`src/design/cfbb_pkg.sv`:
```
// Package for the clipped RGB565 rectangle blit core: field widths, codes,
// register map, reset values and the shared structs. No dependencies.
`timescale 1ns / 1ps
`default_nettype none

package cfbb_pkg;

   // Fixed field widths
   localparam int COORD_BITS_DEFAULT = 13;
   localparam int SIZE_BITS          = 13;
   localparam int STRIDE_BITS        = 16;
   localparam int PIXEL_BITS         = 16;
   localparam int OFFSET_BITS        = 28;
   localparam int DATA_BITS          = 32;
   localparam int RSP_DATA_BITS      = 64;   // offset + data, padded to bytes
   localparam int RSP_USER_BITS      = 2;    // write_enable, write_wide

   // Configuration port
   localparam int CSR_ADDR_BITS = 4;
   localparam int CSR_DATA_BITS = 32;

   typedef enum logic [1:0] {
      REG_SCREEN_WIDTH  = 2'd0,
      REG_SCREEN_HEIGHT = 2'd1,
      REG_LINE_STRIDE   = 2'd2,
      REG_WIDE_PIXELS   = 2'd3
   } csr_reg_type;

   // Reset values of the registers
   localparam logic [SIZE_BITS-1:0]   WIDTH_RESET  = SIZE_BITS'(240);
   localparam logic [SIZE_BITS-1:0]   HEIGHT_RESET = SIZE_BITS'(240);
   localparam logic [STRIDE_BITS-1:0] STRIDE_RESET = STRIDE_BITS'(480);

   // Item kinds on the request channel (tuser)
   typedef enum logic {
      OP_START = 1'b0,
      OP_PIXEL = 1'b1
   } op_type;

   // RGB565 channel masks
   localparam logic [4:0] RB_MASK = 5'h1f;
   localparam logic [5:0] G_MASK  = 6'h3f;

   typedef struct packed {
      logic [SIZE_BITS-1:0]   screen_width;
      logic [SIZE_BITS-1:0]   screen_height;
      logic [STRIDE_BITS-1:0] line_stride;
      logic                   wide_pixels;
   } cfg_type;

   typedef struct packed {
      logic                   write_enable;
      logic [OFFSET_BITS-1:0] write_offset;
      logic [DATA_BITS-1:0]   write_data;
      logic                   write_wide;
      logic                   rect_done;
   } pix_result_type;

   // RGB565 to XRGB8888, channels shifted up, no bit replication
   function automatic logic [DATA_BITS-1:0] expand_color(input logic [PIXEL_BITS-1:0] c);
      logic [4:0] r;
      logic [5:0] g;
      logic [4:0] b;
      r = c[15:11] & RB_MASK;
      g = c[10:5] & G_MASK;
      b = c[4:0] & RB_MASK;
      return {8'h00, r, 3'b000, g, 2'b00, b, 3'b000};
   endfunction

endpackage

`default_nettype wire

```
`src/design/cfbb_pixel_map.sv`:
```
// Per-pixel clip, framebuffer offset and color format for the blit core.
// Depends on cfbb_pkg (cfg_type, pix_result_type, expand_color).
`timescale 1ns / 1ps
`default_nettype none

module cfbb_pixel_map
   import cfbb_pkg::*;
#(
   parameter int COORD_BITS = COORD_BITS_DEFAULT
) (
   input  wire cfg_type                       cfg,
   input  wire logic signed [COORD_BITS-1:0]  cur_x,
   input  wire logic signed [COORD_BITS-1:0]  cur_y,
   input  wire logic signed [COORD_BITS-1:0]  end_x,
   input  wire logic signed [COORD_BITS-1:0]  last_y,
   input  wire logic [PIXEL_BITS-1:0]         color,
   output pix_result_type                     result
);

   localparam int CMP_W  = (COORD_BITS > SIZE_BITS) ? COORD_BITS : SIZE_BITS;
   localparam int PROD_W = COORD_BITS + STRIDE_BITS;
   localparam int SUM_W  = (PROD_W > OFFSET_BITS) ? PROD_W : OFFSET_BITS;

   logic [CMP_W-1:0] x_cmp;
   logic [CMP_W-1:0] y_cmp;
   logic             on_screen;
   logic [SUM_W-1:0] row_ofs;
   logic [SUM_W-1:0] col_ofs;
   logic [SUM_W-1:0] sum_ofs;

   // clip against 0..width-1 by 0..height-1
   assign x_cmp     = CMP_W'($unsigned(cur_x));
   assign y_cmp     = CMP_W'($unsigned(cur_y));
   assign on_screen = !cur_x[COORD_BITS-1] && !cur_y[COORD_BITS-1] &&
                      (x_cmp < CMP_W'(cfg.screen_width)) &&
                      (y_cmp < CMP_W'(cfg.screen_height));

   // y*stride + x*bpp, low bits only
   assign row_ofs = SUM_W'($unsigned(cur_y)) * SUM_W'(cfg.line_stride);
   assign col_ofs = cfg.wide_pixels ? (SUM_W'($unsigned(cur_x)) << 2)
                                    : (SUM_W'($unsigned(cur_x)) << 1);
   assign sum_ofs = row_ofs + col_ofs;

   always_comb begin
      result.write_enable = on_screen;
      result.write_offset = on_screen ? sum_ofs[OFFSET_BITS-1:0] : '0;
      if (!on_screen) begin
         result.write_data = '0;
      end else if (cfg.wide_pixels) begin
         result.write_data = expand_color(color);
      end else begin
         result.write_data = DATA_BITS'(color);
      end
      result.write_wide = cfg.wide_pixels;
      result.rect_done  = (cur_x == end_x) && (cur_y == last_y);
   end

endmodule

`default_nettype wire

```
`src/design/clipped_rgb565_framebuffer_blit_core.sv`:
```
// Clipped RGB565 rectangle blit core: top level with CSRs, cursor and
// result register. Depends on cfbb_pkg and cfbb_pixel_map.
//
// Usage:
//  - req channel: tuser is the item kind (start rectangle or pixel); a start
//    item carries the inclusive signed corners, a pixel item the RGB565 color.
//  - Pixels follow a start item in raster order, x fastest. Each pixel of an
//    active rectangle gives one rsp item: write enable (on screen or not),
//    byte offset y*stride + x*bpp, data (RGB565 or XRGB8888), wide flag, and
//    tlast on the last pixel. Start items and pixels with no rectangle give
//    no rsp item. An empty rectangle leaves no rectangle active.
//  - rsp_tvalid rises in the cycle after a pixel is accepted. Throughput:
//    one item per cycle unless stalled; clip, offset multiply-add and color
//    format sit between the cursor registers and the single rsp register.
//  - Stall: while rsp_tvalid is high and rsp_tready low, the result holds and
//    req_tready drops; req_tready follows rsp_tready the same cycle.
//  - Reset clears the rsp valid flag, drops any rectangle and reloads the
//    CSRs (width 240, height 240, stride 480, 16-bit mode).
//  - CSRs: 0 width, 1 height, 2 stride, 3 wide mode at byte address 4*i;
//    write them only while the core is idle.
`timescale 1ns / 1ps
`default_nettype none

module clipped_rgb565_framebuffer_blit_core
   import cfbb_pkg::*;
#(
   parameter int COORD_BITS = COORD_BITS_DEFAULT,
   localparam int REQ_DATA_BITS = ((4 * COORD_BITS + PIXEL_BITS + 7) / 8) * 8
) (
   input  wire logic                       clock,
   input  wire logic                       reset,
   // request: tuser = operation
   input  wire logic                       req_tvalid,
   output logic                            req_tready,
   // tdata: rect_left, rect_top, rect_right, rect_bottom, pixel_color, zero pad
   input  wire logic [REQ_DATA_BITS-1:0]   req_tdata,
   input  wire logic                       req_tuser,   // operation
   // result
   output logic                            rsp_tvalid,
   input  wire logic                       rsp_tready,
   output logic [RSP_DATA_BITS-1:0]        rsp_tdata,   // write_offset, write_data, zero pad
   output logic [RSP_USER_BITS-1:0]        rsp_tuser,   // write_enable, write_wide
   output logic                            rsp_tlast,   // rect_done
   // configuration
   input  wire logic                       csr_psel,
   input  wire logic                       csr_penable,
   input  wire logic                       csr_pwrite,
   input  wire logic [CSR_ADDR_BITS-1:0]   csr_paddr,
   input  wire logic [CSR_DATA_BITS-1:0]   csr_pwdata,
   output logic [CSR_DATA_BITS-1:0]        csr_prdata,
   output logic                            csr_pready
);

   // ---------------- configuration registers ----------------
   cfg_type     cfg_ff, cfg_in;
   csr_reg_type csr_sel;
   logic        csr_wr;

   assign csr_pready = 1'b1;
   assign csr_sel    = csr_reg_type'(csr_paddr[3:2]);
   assign csr_wr     = csr_psel && csr_penable && csr_pwrite && csr_pready;

   always_comb begin
      cfg_in = cfg_ff;
      if (csr_wr) begin
         case (csr_sel)
            REG_SCREEN_WIDTH:  cfg_in.screen_width  = csr_pwdata[SIZE_BITS-1:0];
            REG_SCREEN_HEIGHT: cfg_in.screen_height = csr_pwdata[SIZE_BITS-1:0];
            REG_LINE_STRIDE:   cfg_in.line_stride   = csr_pwdata[STRIDE_BITS-1:0];
            REG_WIDE_PIXELS:   cfg_in.wide_pixels   = csr_pwdata[0];
            default:           cfg_in = cfg_ff;
         endcase
      end
   end

   always_ff @(posedge clock) begin
      if (reset) begin
         cfg_ff.screen_width  <= WIDTH_RESET;
         cfg_ff.screen_height <= HEIGHT_RESET;
         cfg_ff.line_stride   <= STRIDE_RESET;
         cfg_ff.wide_pixels   <= 1'b0;
      end else begin
         cfg_ff <= cfg_in;
      end
   end

   // register readback
   always_comb begin
      case (csr_sel)
         REG_SCREEN_WIDTH:  csr_prdata = CSR_DATA_BITS'(cfg_ff.screen_width);
         REG_SCREEN_HEIGHT: csr_prdata = CSR_DATA_BITS'(cfg_ff.screen_height);
         REG_LINE_STRIDE:   csr_prdata = CSR_DATA_BITS'(cfg_ff.line_stride);
         REG_WIDE_PIXELS:   csr_prdata = CSR_DATA_BITS'(cfg_ff.wide_pixels);
         default:           csr_prdata = '0;
      endcase
   end

   // ---------------- request unpack ----------------
   logic signed [COORD_BITS-1:0] rect_left;
   logic signed [COORD_BITS-1:0] rect_top;
   logic signed [COORD_BITS-1:0] rect_right;
   logic signed [COORD_BITS-1:0] rect_bottom;
   logic [PIXEL_BITS-1:0]        pixel_color;

   assign rect_left   = req_tdata[COORD_BITS-1:0];
   assign rect_top    = req_tdata[2*COORD_BITS-1:COORD_BITS];
   assign rect_right  = req_tdata[3*COORD_BITS-1:2*COORD_BITS];
   assign rect_bottom = req_tdata[4*COORD_BITS-1:3*COORD_BITS];
   assign pixel_color = req_tdata[4*COORD_BITS+PIXEL_BITS-1:4*COORD_BITS];

   // ---------------- cursor state ----------------
   logic signed [COORD_BITS-1:0] cur_x_ff, cur_x_in;
   logic signed [COORD_BITS-1:0] cur_y_ff, cur_y_in;
   logic signed [COORD_BITS-1:0] start_x_ff, start_x_in;
   logic signed [COORD_BITS-1:0] end_x_ff, end_x_in;
   logic signed [COORD_BITS-1:0] last_y_ff, last_y_in;
   logic                         active_ff, active_in;

   pix_result_type pix;
   logic           req_acc;
   logic           pix_fire;

   cfbb_pixel_map #(
      .COORD_BITS (COORD_BITS)
   ) u_map (
      .cfg    (cfg_ff),
      .cur_x  (cur_x_ff),
      .cur_y  (cur_y_ff),
      .end_x  (end_x_ff),
      .last_y (last_y_ff),
      .color  (pixel_color),
      .result (pix)
   );

   assign req_tready = !rsp_tvalid || rsp_tready;
   assign req_acc    = req_tvalid && req_tready;
   assign pix_fire   = req_acc && (op_type'(req_tuser) == OP_PIXEL) && active_ff;

   // next cursor: load on start, step on each pixel
   always_comb begin
      cur_x_in   = cur_x_ff;
      cur_y_in   = cur_y_ff;
      start_x_in = start_x_ff;
      end_x_in   = end_x_ff;
      last_y_in  = last_y_ff;
      active_in  = active_ff;
      if (req_acc && (op_type'(req_tuser) == OP_START)) begin
         cur_x_in   = rect_left;
         cur_y_in   = rect_top;
         start_x_in = rect_left;
         end_x_in   = rect_right;
         last_y_in  = rect_bottom;
         active_in  = (rect_right >= rect_left) && (rect_bottom >= rect_top);
      end else if (pix_fire) begin
         if (pix.rect_done) begin
            active_in = 1'b0;
         end else if (cur_x_ff == end_x_ff) begin
            cur_x_in = start_x_ff;
            cur_y_in = cur_y_ff + COORD_BITS'(1);
         end else begin
            cur_x_in = cur_x_ff + COORD_BITS'(1);
         end
      end
   end

   always_ff @(posedge clock) begin
      if (reset) begin
         cur_x_ff   <= '0;
         cur_y_ff   <= '0;
         start_x_ff <= '0;
         end_x_ff   <= '0;
         last_y_ff  <= '0;
         active_ff  <= 1'b0;
      end else begin
         cur_x_ff   <= cur_x_in;
         cur_y_ff   <= cur_y_in;
         start_x_ff <= start_x_in;
         end_x_ff   <= end_x_in;
         last_y_ff  <= last_y_in;
         active_ff  <= active_in;
      end
   end

   // ---------------- result register ----------------
   logic           rsp_valid_ff, rsp_valid_in;
   pix_result_type rsp_ff;

   always_comb begin
      rsp_valid_in = rsp_valid_ff;
      if (rsp_valid_ff && rsp_tready) begin
         rsp_valid_in = 1'b0;
      end
      if (pix_fire) begin
         rsp_valid_in = 1'b1;
      end
   end

   always_ff @(posedge clock) begin
      if (reset) begin
         rsp_valid_ff <= 1'b0;
      end else begin
         rsp_valid_ff <= rsp_valid_in;
      end
   end

   always_ff @(posedge clock) begin
      if (pix_fire) begin
         rsp_ff <= pix;
      end
   end

   assign rsp_tvalid = rsp_valid_ff;
   assign rsp_tdata  = RSP_DATA_BITS'({rsp_ff.write_data, rsp_ff.write_offset});
   assign rsp_tuser  = {rsp_ff.write_wide, rsp_ff.write_enable};
   assign rsp_tlast  = rsp_ff.rect_done;

endmodule

`default_nettype wire

```
`config.mk`:
```
export PLATFORM = sky130hd
export DESIGN_NAME = clipped_rgb565_framebuffer_blit_core
export DESIGN_NICKNAME = d
export VERILOG_FILES = /design/src/design/cfbb_pkg.sv /design/src/design/cfbb_pixel_map.sv /design/src/design/clipped_rgb565_framebuffer_blit_core.sv
export SDC_FILE = /design/constraint.sdc
export NUM_CORES = 1
export LEC_CHECK = 0
export ABC_AREA = 1
export BUFFER_PORTS_ARGS = -buffer_cell sky130_fd_sc_hd__buf_2
export CORE_MARGIN = 5
export CORE_UTILIZATION = 25
export DETAILED_ROUTE_END_ITERATION = 10
export GPL_TIMING_DRIVEN = 0
export PLACE_DENSITY = 0.51
export SLEW_MARGIN = 20
export SYNTH_ARGS = -nofsm -noshare
export SYNTH_HDL_FRONTEND = slang
export SYNTH_SLANG_ARGS = --single-unit
```
`constraint.sdc`:
```
create_clock -name clock -period 6.66 [get_ports clock]
set_input_delay 0.666 -clock clock [delete_from_list [all_inputs] [get_ports clock]]
set_output_delay 0.666 -clock clock [all_outputs]
set_load 0.05 [all_outputs]
```
Yosys cells after proc, flatten, opt, wreduce, memory -nomap -nowiden --
Cells that the tools add are included.
Storage, ports and cells: output and inout port bits 102, logic and storage cells 80, bits of input ports 116, register bits 173
Cells by class: $mul 1, mux-type cells 16, order comparisons 4, equality and inequality tests 6, add/sub/neg operators 3, reductions and logical operators 30, bitwise logic cells 2
Operator list (number):
- case mux 32 bit (4 select lines) | 1
- 2-to-1 mux 13 bit | 8
- adder 28 bit | 1
- multiplier 13 x 16 -> 28 bit | 1
- adder 13 x 2 -> 13 bit, second input constant | 2
- equality test 13 bit | 2
- >= comparator 13 bit | 2
- less-than comparator 13 bit | 2
- 2-to-1 mux 16 bit | 1
- 2-to-1 mux 15 bit | 1
- AND reduction 2 bit | 7
- logical AND 1 bit | 12
- nonzero test 2 bit | 4
- 2-to-1 mux 1 bit | 5
- equality test 2 bit, second input constant | 2
- logical NOT 1 bit | 3
- AND reduction 3 bit | 1
- equality test 2 x 1 -> 1 bit, second input constant | 1
- logical NOT 2 bit | 1
- inequality test 2 x 1 -> 1 bit, second input constant | 1
- inverter 1 bit | 2
- OR reduction 2 bit | 1
- logical OR 1 bit | 1

Depth between registers and ports, before layout --
word-level depth 7, mapped depth 26, depth with buffers taken out 24

Modules after synthesis --
From an unflattened synthesis, not the netlist that was laid out.
Unflattened totals: cell total of the unflattened synthesis 2418, area, all modules 17631.9 um2
By module, submodules not included:
- cfbb_pixel_map | area an instance 9724.3 um2, instances 1, cells each 1450
- clipped_rgb565_framebuffer_blit_core | area an instance 7907.6 um2, instances 1, cells each 968

Worst setup path after synthesis --
No wires, ideal clock.
kind register to register, from reg cur_y_ff[4], to reg rsp_ff (netlist bit rsp_tdata[23]), data pin, data required time 6407 ps, setup time 253 ps, arrival 5249 ps, stages on the path, launching flop included 23, period minus slack after synthesis 5502 ps, buffers on the path 2, path slack 1158 ps, path through dfxtp_1 -> clkbuf_1 -> buf_1 -> nand2_1 -> fa_1 -> fa_1 -> inv_1 -> fa_1 -> fa_1 -> fa_1 -> inv_1 -> fa_1 -> inv_1 -> ha_1 -> nand2_1 -> nor2_1 -> inv_1 -> o21ai_0 -> nand2_1 -> nand3_1 -> nand2_1 -> nand2_1 -> nor2_1
On the way: word-level cells in the longest chain between the ends 2, elaborated cells on any way between the ends 4, classes of those cells 1 x add/sub; 1 x mul; 1 x order compare; 1 x reduce/logical
RTL lines:
- start, declared | line clipped_rgb565_framebuffer_blit_core.sv:113 | logic signed [COORD_BITS-1:0] cur_y_ff, cur_y_in;
- start signal, assigned | line clipped_rgb565_framebuffer_blit_core.sv:176 | cur_y_ff <= cur_y_in;
- multiplier 13 x 16 -> 28 bit or less-than comparator 13 bit (tied branches) | line cfbb_pixel_map.sv:39, cfbb_pixel_map.sv:36
- adder 28 bit or logical AND 1 bit (tied branches) | line cfbb_pixel_map.sv:42, cfbb_pixel_map.sv:35
- end signal, assigned | line clipped_rgb565_framebuffer_blit_core.sv:208 | rsp_ff <= pix;
- end, declared | line clipped_rgb565_framebuffer_blit_core.sv:186 | pix_result_type rsp_ff;
Several ways; a longest one is shown, not always the timed one. A chain may end at the register's enable or synchronous reset.

Final worst setup path --
from reg cur_y_ff[8], to reg rsp_ff (netlist bit rsp_tdata[23]), data pin
The elaborated chain is that of the path after synthesis.

==> impl_metrics.ini <==
[timing]
rsz0062_at_grt = no
setup_viol = 0
final-hold-violation-count = 0
finalCritPeriodShare_pct = 95.8
relSlewSlack_pct = 44.3
finalCriticalPeriod_ps = 6380
maxSlewViolCount = 0
setup_tns_ps = 0
fin_skew_ps = 22.8
max_freq_mhz = 157
tightest_slew_ps = 835
setup_slack_ps = 280

[clock_network]
cts_buffers = 17
cts.sinks = 162
cts_tree = built
clockBufferDepth = 2
root_buffer = clkbuf_16
h-tree-depth = 4
cts_setup_buffers = 0
ctsResizeCount = 0
holdBufCountCts = 0
insertion_delay_ps = 500
clkTransAtPathRegs_ps = 80

[cells_and_area]
regArea_um2 = 3760
area_growth_pct = 16.1
fillCellCount = 7328
drive_above_1_share_pct = 11.9
multi_input_area_um2 = 10500
nNetsFinal = 2853

[placed_design]
dp_hpwl_um = 43500
port_buffers = 162
gp_congestion = 0.863
post-place-ws_ps = 79.2

[outcome]
status = finished, final reports clean

[setup_path]
start_kind = flop
worstPathArrival_ps = 6630
cp-end-kind = flop
crit_type = flop to flop
rrSetupSlack_ps = 280
critPathMaxStageDelay_ps = 580
worstPathRequired_ps = 6910
path_cells = clkbuf_2 > clkbuf_1 > nand2_1 > fa_1 > inv_1 > fa_1 > fa_1 > fa_1 > fa_1 > inv_1 > fa_1 > inv_1 > ha_1 > nand2_1 > nor2_1 > inv_1 > o21ai_0 > nand2_1 > nand3_1 > nand2_1 > nand2_1 > nor2_1
cp_common_cell = fa_1
r2r-end = rsp_tdata[23]
slowest_stage = clkbuf_1
critPathMaxFanout = 10
reg2reg_depth = 22
r2r_start = cur_y_ff[8]

[yosys]
synth_area_um2 = 16500
ys_types = 42
synth_top_family_by_area = adder cells
ys_ff_latch = 162
yosysTopAreaCell = fa_1
synth-adder-area-share_pct = 30.5
synth.most_common_cell = nand2_1
synth-async-reset-ratio_pct = 0
syn_avg_cell_area_um2 = 7.42
synth-simple-area-share_pct = 21.5
yosys_warnings = 0
synth_ff_type = dfxtp_1
synth_top_area_share_pct = 19.9
synth.area.top_cells = fa_1, dfxtp_1, nand2_1
synth_compound_area_share_pct = 9.00
synth_xor_area_share_pct = 2.13
synth_edf_count = 52
seq_area_frac_synth_pct = 22.8
synth_top_cells_by_count = nand2_1, inv_1, nor2_1, fa_1, ha_1
synthCells = 2221
synthMuxAreaShare_pct = 0

[detailed_routing]
drc = 0
viasPerCell = 4.32
detail_route.wl_per_cell_um = 15.8
first_pass_iters = 5
ant_nets = 0
vias = 14316
wl_um = 52500
drt_iter0_markers = 869

[hold_path]
min_path_cells = 3
worstHoldEndpoint = last_y_ff[10]
min_from = req_tdata[49]
min_path_type = input pin to flop

[floorplanning]
initial_core_util_pct = 25.1
dieArea_um2 = 71200
num_rows = 94
die_w_um = 267
ioPinCount = 218
die_y_um = 267
coreArea_um2 = 65600

[power_and_ir_drop]
p_leak_uw = 0.0102
power_density_nw_per_um2 = 165
vdd_ir_drop_max_v = 0.000220

[grt]
grtUsageTotal_pct = 15.0
overflow = 0
grt.busiest_layer = met2
gr-usage-met3_pct = 4.08
grt_pass1_vias = 14472
grt_max_degree = 52
antenna_found_initial = 14
use_met2_pct = 24.4
use_met1_pct = 19.6
grt_pass1_wl_um = 82100

[flow_run]
drv_cap = 0
[per-layer routing]
| metal | vias to the layer above | part of all wire, % |
|---|---|---|
| li1 | 7186 | - |
| met1 | 6726 | 45 |
| met2 | 335 | 46 |
| met3 | 57 | 7.1 |
| met4 | 12 | 1.8 |
| met5 | - | 0.11 |
[cell type report]
type / count / share of cell area, %
clock inverters: 15 / 0.876
clock buffers: 17 / 2.22
multi-input cells: 1522 / 55.0
plain buffers: 119 / 3.30
diodes: 7 / 0.0915
inverters: 448 / 8.81
well taps: 864 / 5.65
flip-flops and latches: 162 / 19.7
repair buffers: 163 / 4.38
[state kept, by name, summed over array words and instances, names as in the netlist]
register and cells:
active_ff 1, cfg_ff 43, cur_x_ff 13, cur_y_ff 13, end_x_ff 13, last_y_ff 13
rsp_tdata 49, rsp_tlast 1, rsp_tuser 2, rsp_tvalid 1, start_x_ff 13
[worst max-delay path: cells and delay by family (launching register included)]
kind	cells	cell delay, ps
flops	1	420
fa+ha+maj	7	3300
simple gates	8	960
buf+inv	6	1170
compound gates	1	260
[logic make-up (layout without fill, tap and decap cells)]
group / count (synthesis) / in the layout
fa+ha+maj: 304 / 304
buf+inv: 567 / 762
compound gates: 269 / 269
simple gates: 877 / 877
xor+xnor: 40 / 40
other cells: 2 / 39
flops: 162 / 162
[stage by stage]
step           cell area [um2]  utilization, %  std cells  hold WS (ps)  power, uW
2_1_floorplan            16600               -       2251           406       1850
3_3_place_gp             18500            28.2       3277           415       2150
3_5_place_dp             18500            28.2       3278           417       2160
4_1_cts                  19100            29.1       3310           386       3180
5_1_grt                  19100            29.1       3312           410       3360
6_report                 19100            29.2       3317           413       3150
[how the worst max path moves through the flow]
stage | startpoint | end | slack (ps) | depth (start not counted)
final | cur_y_ff[8] | rsp_tdata[23] | 280 | 22
after detailed placement | cur_y_ff[8] | rsp_tdata[23] | 80 | 22
after CTS | cur_y_ff[8] | rsp_tdata[23] | 60 | 22
after global routing | cur_y_ff[8] | rsp_tdata[23] | 40 | 22
after floorplan | cur_y_ff[4] | rsp_tdata[23] | 1160 | 22
after global placement | cur_y_ff[8] | rsp_tdata[23] | 80 | 22
[cell usage in the layout (no fill, tap or decap), types with 9 or more instances in the layout]
master / n
a21oi_1: 118
buf_1: 11
buf_2: 175
buf_4: 36
clkbuf_1: 49
clkbuf_16: 17
conb_1: 32
dfxtp_1: 110
edfxtp_1: 52
fa_1: 164
ha_1: 140
inv_1: 435
inv_2: 10
nand2_1: 582
nand3_1: 59
nand4_1: 20
nor2_1: 179
nor3_1: 12
o211ai_1: 9
o21ai_0: 109
o221ai_1: 12
xnor2_1: 14
xor2_1: 26
[report_power, final]
part | leakage [uW] | total (uW) | switching [uW] | internal (uW)
sequential | 0.00138 | 1090 | 30.6 | 1060
combinational | 0.00853 | 1040 | 690 | 349
clock | 0.000284 | 1020 | 516 | 500
total | 0.0102 | 3150 | 1240 | 1910
Power figures use the tool's default switching activity.
